## src/swm_pkg.sv

```systemverilog
package swm_pkg;

	localparam int WINDOW_MAX = 64;
	localparam int IDX_W      = (WINDOW_MAX > 1) ? $clog2(WINDOW_MAX) : 1;
	localparam int CNT_W      = $clog2(WINDOW_MAX + 1) + 1;
	localparam int SAMPLE_W   = 32;
	localparam int MED_W      = SAMPLE_W + 1;
	localparam int CFG_W      = 7;
	localparam int IN_TDATA_W  = ((SAMPLE_W + 7) / 8) * 8;
	localparam int OUT_TDATA_W = ((MED_W + 7) / 8) * 8;

	localparam logic [CFG_W-1:0] WINDOW_SIZE_RESET = CFG_W'(3);

	typedef logic signed [SAMPLE_W-1:0] sample_t;
	typedef logic [IDX_W-1:0]           age_t;
	typedef logic [CNT_W-1:0]           cnt_t;
	typedef logic signed [MED_W-1:0]    med_t;

	typedef struct packed {
		sample_t sample;
		sample_t old;
		age_t    age_last;
		logic    full;
		logic    en;
	} bcast_t;

	typedef struct packed {
		sample_t val;
		age_t    age;
		logic    up;
		logic    down;
	} cell_link_t;

	localparam cell_link_t LINK_IDLE = '0;

	function automatic cnt_t eff_len(input logic [CFG_W-1:0] ws);
		cnt_t k;
		k = CNT_W'(ws);
		if (k < cnt_t'(1))
			k = cnt_t'(1);
		if (k > cnt_t'(WINDOW_MAX))
			k = cnt_t'(WINDOW_MAX);
		return k;
	endfunction

endpackage

```

## src/swm_cell.sv

```systemverilog
module swm_cell import swm_pkg::*; (
	input  logic       clk,
	input  bcast_t     bc,
	input  logic       valid,
	input  cell_link_t lower,
	input  cell_link_t upper,
	output cell_link_t link,
	output sample_t    val,
	output logic       rm
);

	sample_t val_q;
	age_t    age_q;
	logic    kept;
	logic    gt;
	logic    above;
	logic    stay;

	always_comb begin
		rm    = valid & bc.full & (age_q == bc.age_last);
		kept  = valid & ~rm;
		gt    = kept & (val_q > bc.sample);
		above = kept & bc.full & (val_q >= bc.old);
		stay  = kept & (above == gt);
		link.val  = val_q;
		link.age  = age_q;
		link.up   = gt & ~above;
		link.down = above & ~gt;
		val = val_q;
	end

	// take from above on removal, keep the value on stay, from below on insertion, else the new sample
	always_ff @(posedge clk) begin
		if (bc.en) begin
			if (upper.down) begin
				val_q <= upper.val;
				age_q <= age_t'(upper.age + 1'b1);
			end else if (stay) begin
				age_q <= age_t'(age_q + 1'b1);
			end else if (lower.up) begin
				val_q <= lower.val;
				age_q <= age_t'(lower.age + 1'b1);
			end else begin
				val_q <= bc.sample;
				age_q <= '0;
			end
		end
	end

endmodule

```

## config.mk

```make
export PLATFORM = sky130hd
export DESIGN_NAME = swm_cell
export DESIGN_NICKNAME = d
export VERILOG_FILES = /design/src/swm_pkg.sv /design/src/swm_cell.sv
export SDC_FILE = /design/constraint.sdc
export NUM_CORES = 1
export LEC_CHECK = 0
export BUFFER_PORTS_ARGS = -buffer_cell sky130_fd_sc_hd__buf_2
export CAP_MARGIN = 20
export CORE_ASPECT_RATIO = 1.25
export CORE_UTILIZATION = 50
export CTS_CLUSTER_SIZE = 20
export DETAILED_ROUTE_END_ITERATION = 8
export GPL_TIMING_DRIVEN = 0
export PLACE_DENSITY_LB_ADDON = 0.25
export SETUP_SLACK_MARGIN = 0.1
export SLEW_MARGIN = 25
export SYNTH_ARGS = -nofsm -noshare
export SYNTH_HDL_FRONTEND = slang
export SYNTH_SLANG_ARGS = --single-unit
```

## constraint.sdc

```tcl
create_clock -name clk -period 8.8 [get_ports clk]
set_input_delay 0.44 -clock clk [delete_from_list [all_inputs] [get_ports clk]]
set_output_delay 0.44 -clock clk [all_outputs]
set_load 0.1 [all_outputs]
```

==> flow_summary.json, run 1 <==
{
  "status": "finished, final reports clean",
  "first_pass_iters": 4,
  "antenna_found_initial": 0,
  "synth.area.mux_share_pct": 7.972,
  "skew_ns": 0.008213,
  "gp_congestion": 0.8500,
  "first_iter_violations": 147,
  "arrival_ns": 3.99,
  "start_util_pct": 52.46,
  "syn_avg_cell_area_sq_um": 8.683,
  "finalHoldViolCount": 0,
  "cts_setup_buffers": 0,
  "hold_path_startpoint": "upper[34]",
  "vias_per_cell": 5.385,
  "synth_seq_area_share_pct": 27.44,
  "min_period_ns": 3.978,
  "cts_hold_buf": 0,
  "min_to": "val[26]",
  "setup_viol": 0,
  "ys_seq_elements": 38,
  "grt_usage_pct": 27.76,
  "yosys_warnings": 0,
  "synth_nets": 702,
  "postRouteAntennaNets": 0,
  "setup_ws_ns": 4.822,
  "clk_pin_slew_ns": 0.08,
  "area_growth_pct": 32.01,
  "die_h_um": 104.0,
  "die_area_sq_um": 8689,
  "holdPathStages": 3,
  "fp.coreArea_sq_um": 7928,
  "cts-root-buf": "clkbuf_8",
  "cts_made_buffers": 5,
  "maxSlewViolCount": 0,
  "hp-class": "input pin to register",
  "ctsResizeCount": 0,
  "synth-simple-area-share_pct": 13.75,
  "crit_path_end_kind": "register",
  "crit_path_start_kind": "register",
  "synth_compound_area_share_pct": 13.30,
  "leakage_nw": 2.999,
  "grt_pass1_vias": 4326,
  "syn-cell-area_sq_um": 4159,
  "finalHoldWorstSlack_ns": 0.4166,
  "grt_pass1_wl_mm": 19.61,
  "ios": 227,
  "fmaxAchievable_mhz": 251.4,
  "cts_htree_levels": 2,
  "synthDistinctLibCells": 43,
  "drive_above_1_share_pct": 37.99,
  "irDropWorstVdd_mv": 0.1190,
  "clockBufferDepth": 2,
  "worst-path-max-fanout": 17,
  "grt-ovfl-total": 0,
  "insertion_delay_ns": 0.30,
  "synth_top_family_by_area": "adder cells",
  "fin_setup_tns_ns": 0,
  "nets": 932,
  "rsz0062_at_grt": "no",
  "grt_max_degree": 18,
  "drt-wirelength-per-cell_um": 14.90,
  "finalCritPeriodShare_pct": 45.21,
  "cts_tree": "yes",
  "power.total_mw": 0.8123,
  "portBuffers": 222,
  "synth-xor-area-share_pct": 3.791,
  "required_ns": 8.82,
  "routed_wl_mm": 11.96,
  "cts_sinks": 38,
  "drc": 0,
  "synth_fa_ha_area_share_pct": 20.76,
  "vias": 4324,
  "die_w_um": 83.58,
  "rr_worst_depth": 12,
  "power.density_nw_per_um2": 148.0,
  "place_ws_ns": 4.635,
  "worstReg2RegEnd": "val[15]",
  "cap_violations": 0,
  "relSlewSlack_pct": 49.59,
  "hpwl_mm": 10.10,
  "syn_inst": 479,
  "worstReg2RegStart": "val[19]",
  "tightest_slew_ns": 0.7562,
  "row_count": 36,
  "path_class": "register to register",
  "antenna_cells": 0,
  "r2r_setup_slack_ns": 4.82,
  "n_fill_cell": 663
}
[layout by cell type (no fill, tap or decap), types with 2 or more instances in the layout]
master     netlist  final
and4_1           2      2
nor2b_1          3      3
buf_4           32     32
xnor2_1         12     12
nor3_1           3      3
a21oi_1         28     28
nor4_1           4      4
xor2_1           6      6
buf_2            3    225
clkbuf_8         0      5
a221o_1          2      2
nand4_1         14     14
nand2_1         49     49
a21o_1           4      4
ha_1            69     69
a31oi_1          3      3
nand3_1         20     20
o211ai_1         3      3
a311oi_1         3      3
or3_1            2      2
nor2_1          10     10
o21a_1           4      3
and3_1           2      2
a2111oi_0        2      2
inv_1           66     66
clkbuf_1         9      9
a211o_1          2      2
edfxtp_1        38     38
o21ai_1          4      4
nand4_2          2      2
o21ai_0         34     34
mux2i_1         32     32
[area by class of cell]
| type | count | area, sq um | area share, % |
|---|---|---|---|
| inverter | 66 | 247.7 | 4.512 |
| clock buffer | 5 | 68.82 | 1.253 |
| multi-input combinational | 330 | 2479 | 45.15 |
| timing repair buffer | 223 | 1139 | 20.74 |
| buffer | 45 | 292.8 | 5.333 |
| sequential | 38 | 1141 | 20.78 |
| clock inverter | 1 | 3.754 | 0.06837 |
| tap | 95 | 118.9 | 2.165 |
[power by group]
part / internal, mW / total, mW / switching (mW)
clock network: 0.0518 / 0.116 / 0.0640
logic: 0.125 / 0.455 / 0.330
registers: 0.222 / 0.242 / 0.0199
total: 0.398 / 0.812 / 0.414
[synth_stat cells (all sizes together)]
library cell	count	area share, %
a2111oi	2	0.42
a211o	2	0.42
a21boi	2	0.36
a21o	4	0.72
a21oi	28	3.4
a221o	2	0.48
a221oi	1	0.21
a311oi	3	0.63
a31oi	3	0.45
and3	2	0.30
and4	2	0.42
buf	36	6.2
clkbuf	9	0.81
edfxtp	38	27
ha	69	21
inv	66	6.0
mux2	1	0.27
mux2i	32	7.7
nand2	49	4.4
nand2b	1	0.15
nand3	20	2.4
nand3b	1	0.18
nand4	16	2.7
nor2	11	1.1
nor2b	3	0.45
nor3	3	0.36
nor4	4	0.60
nor4bb	1	0.24
o211ai	3	0.54
o21a	4	0.72
o21ai	39	4.8
o31ai	1	0.18
or2	1	0.15
or3	2	0.30
xnor2	12	2.5
xor2	6	1.3
[worst max-delay path by stage]
stage | startpoint | end | slack [ns] | cells past startpoint
2_1_floorplan | val[14] | val[0] | 4.45 | 11
3_3_place_gp | bc[59] | val[18] | 4.26 | 13
3_5_place_dp | bc[59] | val[18] | 4.63 | 14
4_1_cts | val[19] | val[18] | 4.75 | 12
5_1_grt | val[19] | val[18] | 4.54 | 12
6_report | val[19] | val[15] | 4.82 | 12
[flip-flops by register name, indices dropped and copies added, names as in the netlist]
name / count
age_q: 6
val: 32
[cells by family (layout without fill, tap and decap cells)]
group	count (synthesis)	after routing
buffers and inverters	111	340
adders and majority gates	69	69
and+or+nand+nor	116	116
AOI/OAI and AO/OA	94	94
muxes	33	33
xor gates and xnor gates	18	18
DFF	38	38
[worst max-delay path: stages (launching register included)]
cell	delay, ns
edfxtp_1	0.45
ha_1	0.34
a21oi_1	0.16
o21a_1	0.15
o21ai_1	0.07
a2111oi_0	0.65
a31oi_1	0.22
or2_1	0.28
ha_1	0.30
o211ai_1	0.15
buf_2	0.26
o21a_2	0.43
buf_16	0.22
[per-stage QoR]
stage	cell area (sq um)	utilization, %	std cells
6_report	5490	69.26	803
5_1_grt	5490	69.26	803
4_1_cts	5490	69.26	803
3_5_place_dp	5418	68.34	797
3_3_place_gp	5389	67.98	796
2_1_floorplan	4159	-	479
[routing by layer]
layer / vias to the layer above / share of wire (%) / track usage [%]
met1: 2006 / 39 / 30.51
met5: - / 0 / 0
met2: 174 / 54 / 54.01
met3: 16 / 5.3 / 3.175
met4: 0 / 1.9 / 9.443
li1: 2128 / - / -
Note: power is estimated with default switching activity, not from simulation.
==> inputs of run 2 (changes only) <==
CORE_UTILIZATION = 42   (was 50)
clock period = 3.2 ns   (was 8.8 ns; I/O delays follow)
==> run 2 against run 1 <==
  * The run now ends with setup timing left
  * Sequential share of layout area shrank 2.7 points
  * Final area grew 15%
  * Highest routed layer unchanged
  * Non-clock buffer count grew 36
  * Hold slack lost 0.26 ns
  * Utilization shrank 3.5 points
==> flow_summary.json, run 2 (synthesis gave the netlist of run 1 again) <==
{
  "rsz0062_at_grt": "yes",
  "min_period_ns": 3.446,
  "grt-ovfl-total": 0,
  "vias_per_cell": 5.118,
  "finalCritPeriodShare_pct": 107.7,
  "postRouteAntennaNets": 0,
  "cap_violations": 0,
  "tightest_slew_ns": 0.8765,
  "crit_start": "val[10]",
  "fin_util_pct": 65.76,
  "drc": 0,
  "vias": 4478,
  "grt_max_degree": 14,
  "cts_hold_buf": 0,
  "status": "complete, but fails checks",
  "worst-path-max-fanout": 5,
  "grt_pass1_vias": 4403,
  "maxSlewViolCount": 0,
  "first_iter_violations": 156,
  "die_w_um": 91.01,
  "die_area_sq_um": 10310,
  "layout_commonest_cell": "buf_2",
  "drive_above_1_share_pct": 45.93,
  "routed_wl_mm": 12.98,
  "drt-wirelength-per-cell_um": 14.83,
  "path_class": "register to register",
  "relSlewSlack_pct": 41.57,
  "hpwl_mm": 9.922,
  "antenna_cells": 0,
  "hp-class": "input pin to register",
  "worstReg2RegStart": "val[10]",
  "cts_sinks": 38,
  "cts-root-buf": "clkbuf_16",
  "cts_tree": "yes",
  "crit_path_start_kind": "register",
  "crit_path_end_kind": "register",
  "finalHoldViolCount": 0,
  "skew_ns": 0.004981,
  "irDropWorstVdd_mv": 0.2429,
  "antenna_found_initial": 0,
  "clk_pin_slew_ns": 0.06,
  "layout.cells.non_filler": 875,
  "cts_htree_levels": 2,
  "fp.coreArea_sq_um": 9609,
  "grt_usage_pct": 24.81,
  "portBuffers": 222,
  "clockBufferDepth": 2,
  "grt_pass1_wl_mm": 20.37,
  "violations": "setup timing",
  "placed_cells": 827,
  "gp_congestion": 0.8014,
  "setup_ws_ns": -0.2461,
  "required_ns": 3.22,
  "layout_common_cells": "222 x buf_2, 66 x inv_1, 65 x buf_4, 52 x ha_1, 49 x nand2_1",
  "n_fill_cell": 807,
  "hold_path_startpoint": "upper[13]",
  "die_h_um": 113.3,
  "start_util_pct": 43.28,
  "area_growth_pct": 51.93,
  "ios": 227,
  "cts_made_buffers": 5,
  "fmaxAchievable_mhz": 290.2,
  "place_ws_ns": -0.6436,
  "largest_reg_flops": 32,
  "row_count": 40,
  "power.density_nw_per_um2": 406.7,
  "insertion_delay_ns": 0.28,
  "setup_viol": 38,
  "leakage_nw": 3.267,
  "first_pass_iters": 4,
  "arrival_ns": 3.46,
  "nets": 971
}
[run 2: path summary, 6_finish.rpt]
kind	cells past startpoint	slack, ns	to
hold / removal	3	0.15	val[5]
setup / recovery	14	-0.25	age_q[2]
hold reg to reg	4	0.93	age_q[3]
setup reg to reg	14	-0.25	age_q[2]
[run 2: repair_timing]
action	4_1_cts	5_1_grt
resized for setup	27	24
endpoints found under the setup margin	40	40
pin swaps	16	29
gates cloned	3	0
buffers inserted	20	17
[run 2: cell type report]
class / count / area (sq um) / share of cell area [%]
clock inverter: 2 / 8.758 / 0.1386
tap: 126 / 157.7 / 2.495
clock buffer: 6 / 128.9 / 2.040
sequential: 38 / 1141 / 18.06
inverter: 66 / 247.7 / 3.921
multi-input combinational: 333 / 2923 / 46.26
timing repair buffer: 259 / 1416 / 22.42
buffer: 45 / 295.3 / 4.673
[run 2: worst max-delay path: stages (launching register included)]
cell and delay (ns):
edfxtp_1 0.49, ha_4 0.31, nand4_1 0.17, nor4_4 0.30, a21boi_2 0.23, o31ai_1 0.10, nor4bb_2 0.20, or2_1 0.28
ha_4 0.29, o211ai_1 0.11, buf_4 0.18, buf_6 0.13, buf_6 0.11, a31oi_1 0.18, o21ai_1 0.09
[run 2: where the power goes]
part	total [mW]	internal, mW	switching [mW]
clock	0.475	0.285	0.190
sequential	0.666	0.611	0.0550
combinational	1.43	0.449	0.980
total	2.57	1.35	1.22
[run 2: layer usage]
| layer | vias to the layer above | share of wire [%] | track usage [%] |
|---|---|---|---|
| met5 | - | 0 | 0 |
| met1 | 2080 | 39 | 27.21 |
| met4 | 0 | 2.8 | 8.360 |
| met3 | 30 | 4.5 | 3.360 |
| li1 | 2216 | - | - |
| met2 | 152 | 53 | 48.43 |
[run 2: through the flow]
| stage | setup TNS [ns] | area (sq um) | hold WS (ns) | power, mW |
|---|---|---|---|---|
| after floorplan | -19.15 | 4275 | 0.2725 | 1.654 |
| after global placement | -20.18 | 5544 | 0.4366 | 1.913 |
| after detailed placement | -22.76 | 5544 | 0.4408 | 1.937 |
| after CTS | -2.231 | 6025 | 0.1503 | 2.506 |
| after global routing | -10.15 | 6319 | 0.1722 | 2.695 |
| final | -5.585 | 6319 | 0.1528 | 2.570 |
==> inputs of run 3 (changes only) <==
CORE_ASPECT_RATIO = not set   (was 1.25)
==> run 3 against run 2 <==
  * The run still ends with setup timing left
  * Clock skew up 0.0038 ns
  * Via count down 1.4%
  * Cell count down 0.11%
  * Clock power down 29%
  * Setup slack better by 0.065 ns
  * Hold slack worse by 0.012 ns
  * Largest cell class unchanged
==> flow_summary.json, run 3 (synthesis gave the netlist of run 1 again) <==
{
  "fmaxAchievable_mhz": 295.7,
  "slowest_delay_ns": 0.49,
  "crit_path_frequent_cell": "nor2_2",
  "setup_ws_ns": -0.1815,
  "fin_setup_tns_ns": -5.917,
  "arrival_ns": 3.41,
  "crit_path_end_kind": "register",
  "cts_made_buffers": 5,
  "seqPwrFrac_pct": 27.6,
  "grt_max_degree": 13,
  "row_count": 35,
  "layout_commonest_cell": "buf_2",
  "grt_pass1_vias": 4263,
  "p_comb_share_pct": 58.4,
  "grt_pass1_wl_mm": 19.94,
  "leakage_nw": 3.214,
  "path_class": "register to register",
  "power.internal_mw": 1.189,
  "clkPwrFrac_pct": 14.0,
  "cp_cell_sequence": "ha_1, nand4_2, nor2_2, a221o_1, or3_4, a211o_1, nand4_1, ha_4, o211ai_1, buf_4, nor2_2, a311oi_2, a21oi_1",
  "area_growth_pct": 48.68,
  "die_w_um": 101.5,
  "cts_sinks": 38,
  "grt-ovfl-total": 0,
  "p_switching_mw": 1.210,
  "drive_above_1_share_pct": 45.23,
  "critPathSlowestCell": "edfxtp_1",
  "drt-wirelength-per-cell_um": 15.27,
  "violations": "setup timing",
  "layout_common_cells": "223 x buf_2, 66 x inv_1, 63 x buf_4, 55 x ha_1, 47 x nand2_1",
  "antenna_found_initial": 1,
  "hp-class": "input pin to register",
  "die_area_sq_um": 10300,
  "skew_ns": 0.008736,
  "routed_wl_mm": 13.35,
  "start_util_pct": 44.17,
  "vias_per_cell": 5.053,
  "nets": 967,
  "vias": 4416,
  "cts-root-buf": "clkbuf_8",
  "cts_tree": "yes",
  "grt_usage_pct": 25.19,
  "finalHoldViolCount": 0,
  "clk_pin_slew_ns": 0.08,
  "fp.coreArea_sq_um": 9415,
  "finalCritPeriodShare_pct": 105.7,
  "antenna_cells": 0,
  "ios": 227,
  "irDropWorstVdd_mv": 0.2286,
  "rsz0062_at_grt": "yes",
  "clockBufferDepth": 2,
  "required_ns": 3.22,
  "hpwl_mm": 10.21,
  "gp_congestion": 0.8966,
  "die_h_um": 101.5,
  "cts_htree_levels": 2,
  "power.total_mw": 2.399,
  "postRouteAntennaNets": 0,
  "cap_violations": 0,
  "largest_reg_flops": 32,
  "power.density_nw_per_um2": 388.0,
  "place_ws_ns": -0.6657,
  "crit_path_start_kind": "register",
  "first_pass_iters": 4,
  "first_iter_violations": 101,
  "insertion_delay_ns": 0.30,
  "tightest_slew_ns": 0.8094,
  "maxSlewViolCount": 0,
  "status": "complete, but fails checks",
  "setup_viol": 38,
  "drc": 0,
  "min_period_ns": 3.381,
  "worst-path-max-fanout": 6,
  "portBuffers": 222,
  "relSlewSlack_pct": 46.04,
  "swShare_pct": 50.43
}
## run 3: cell types whose count changed in the layout (fill, tap and decap cells not counted), sizes merged
cell    previous run  this run
o21a               7         6
buf              294       292
clkbuf            16        14
clkinv             2         3
## run 3: path summary, 6_finish.rpt
| path | start | slack (ns) | cells after the start | to |
|---|---|---|---|---|
| worst max register to register | val[10] | -0.18 | 13 | age_q[4] |
| worst min register to register | age_q[5] | 0.89 | 4 | age_q[5] |
| worst max-delay path | val[10] | -0.18 | 13 | age_q[4] |
| worst min-delay path | upper[21] | 0.14 | 3 | val[13] |
## run 3: layout make-up
cell class                      count  area, sq um
Timing Repair Buffer              256         1421
Inverter                           66        247.7
Tap cell                          129        161.4
Sequential cell                    38         1141
Clock inverter                      3        11.26
Buffer                             45        295.3
Multi-Input combinational cell    332         2836
Clock buffer                        5        68.82
Fill cell                         810         3232
## run 3: worst max-delay path: cells and delay by family, from the launching register on
kind	cells	cell delay, ns
AO/OA/AOI/OAI	5	1.09
buffers and inverters	1	0.23
adder cells (fa/ha/maj)	2	0.58
flip-flops	1	0.49
AND/OR/NAND/NOR	5	0.71
## run 3: power by group through the flow
stage | clock [mW] | combinational [mW] | sequential, mW
2_1_floorplan | 0 | 0.678 | 0.976
4_1_cts | 0.342 | 1.37 | 0.662
3_3_place_gp | 0 | 1.24 | 0.678
5_1_grt | 0.360 | 1.49 | 0.669
6_report | 0.335 | 1.40 | 0.662
3_5_place_dp | 0 | 1.26 | 0.681
## run 3: layer usage
layer | GRT usage, % | vias up | routed length, um
met1 | 30.66 | 1998 | 5609
li1 | - | 2207 | -
met3 | 3.382 | 28 | 689
met2 | 45.89 | 181 | 6712
met5 | 0 | - | 13
met4 | 7.581 | 2 | 321
## run 3: per-stage QoR
step	instance area (sq um)	utilization, %	hold WS, ns	std cells
2_1_floorplan	4275	-	0.2725	479
6_report	6183	65.67	0.1412	874
3_5_place_dp	5548	58.92	0.4423	830
4_1_cts	6020	63.93	0.1299	866
5_1_grt	6183	65.67	0.1466	874
3_3_place_gp	5548	58.92	0.4355	830
## run 3: what timing repair did
action | 4_1_cts | 5_1_grt
endpoints found under the setup margin | 40 | 40
pin swaps | 23 | 6
endpoints found under the hold margin | 0 | 0
cloned | 4 | 0
setup buffers | 24 | 8
gates resized for setup | 25 | 14
hold buffers | 0 | 0
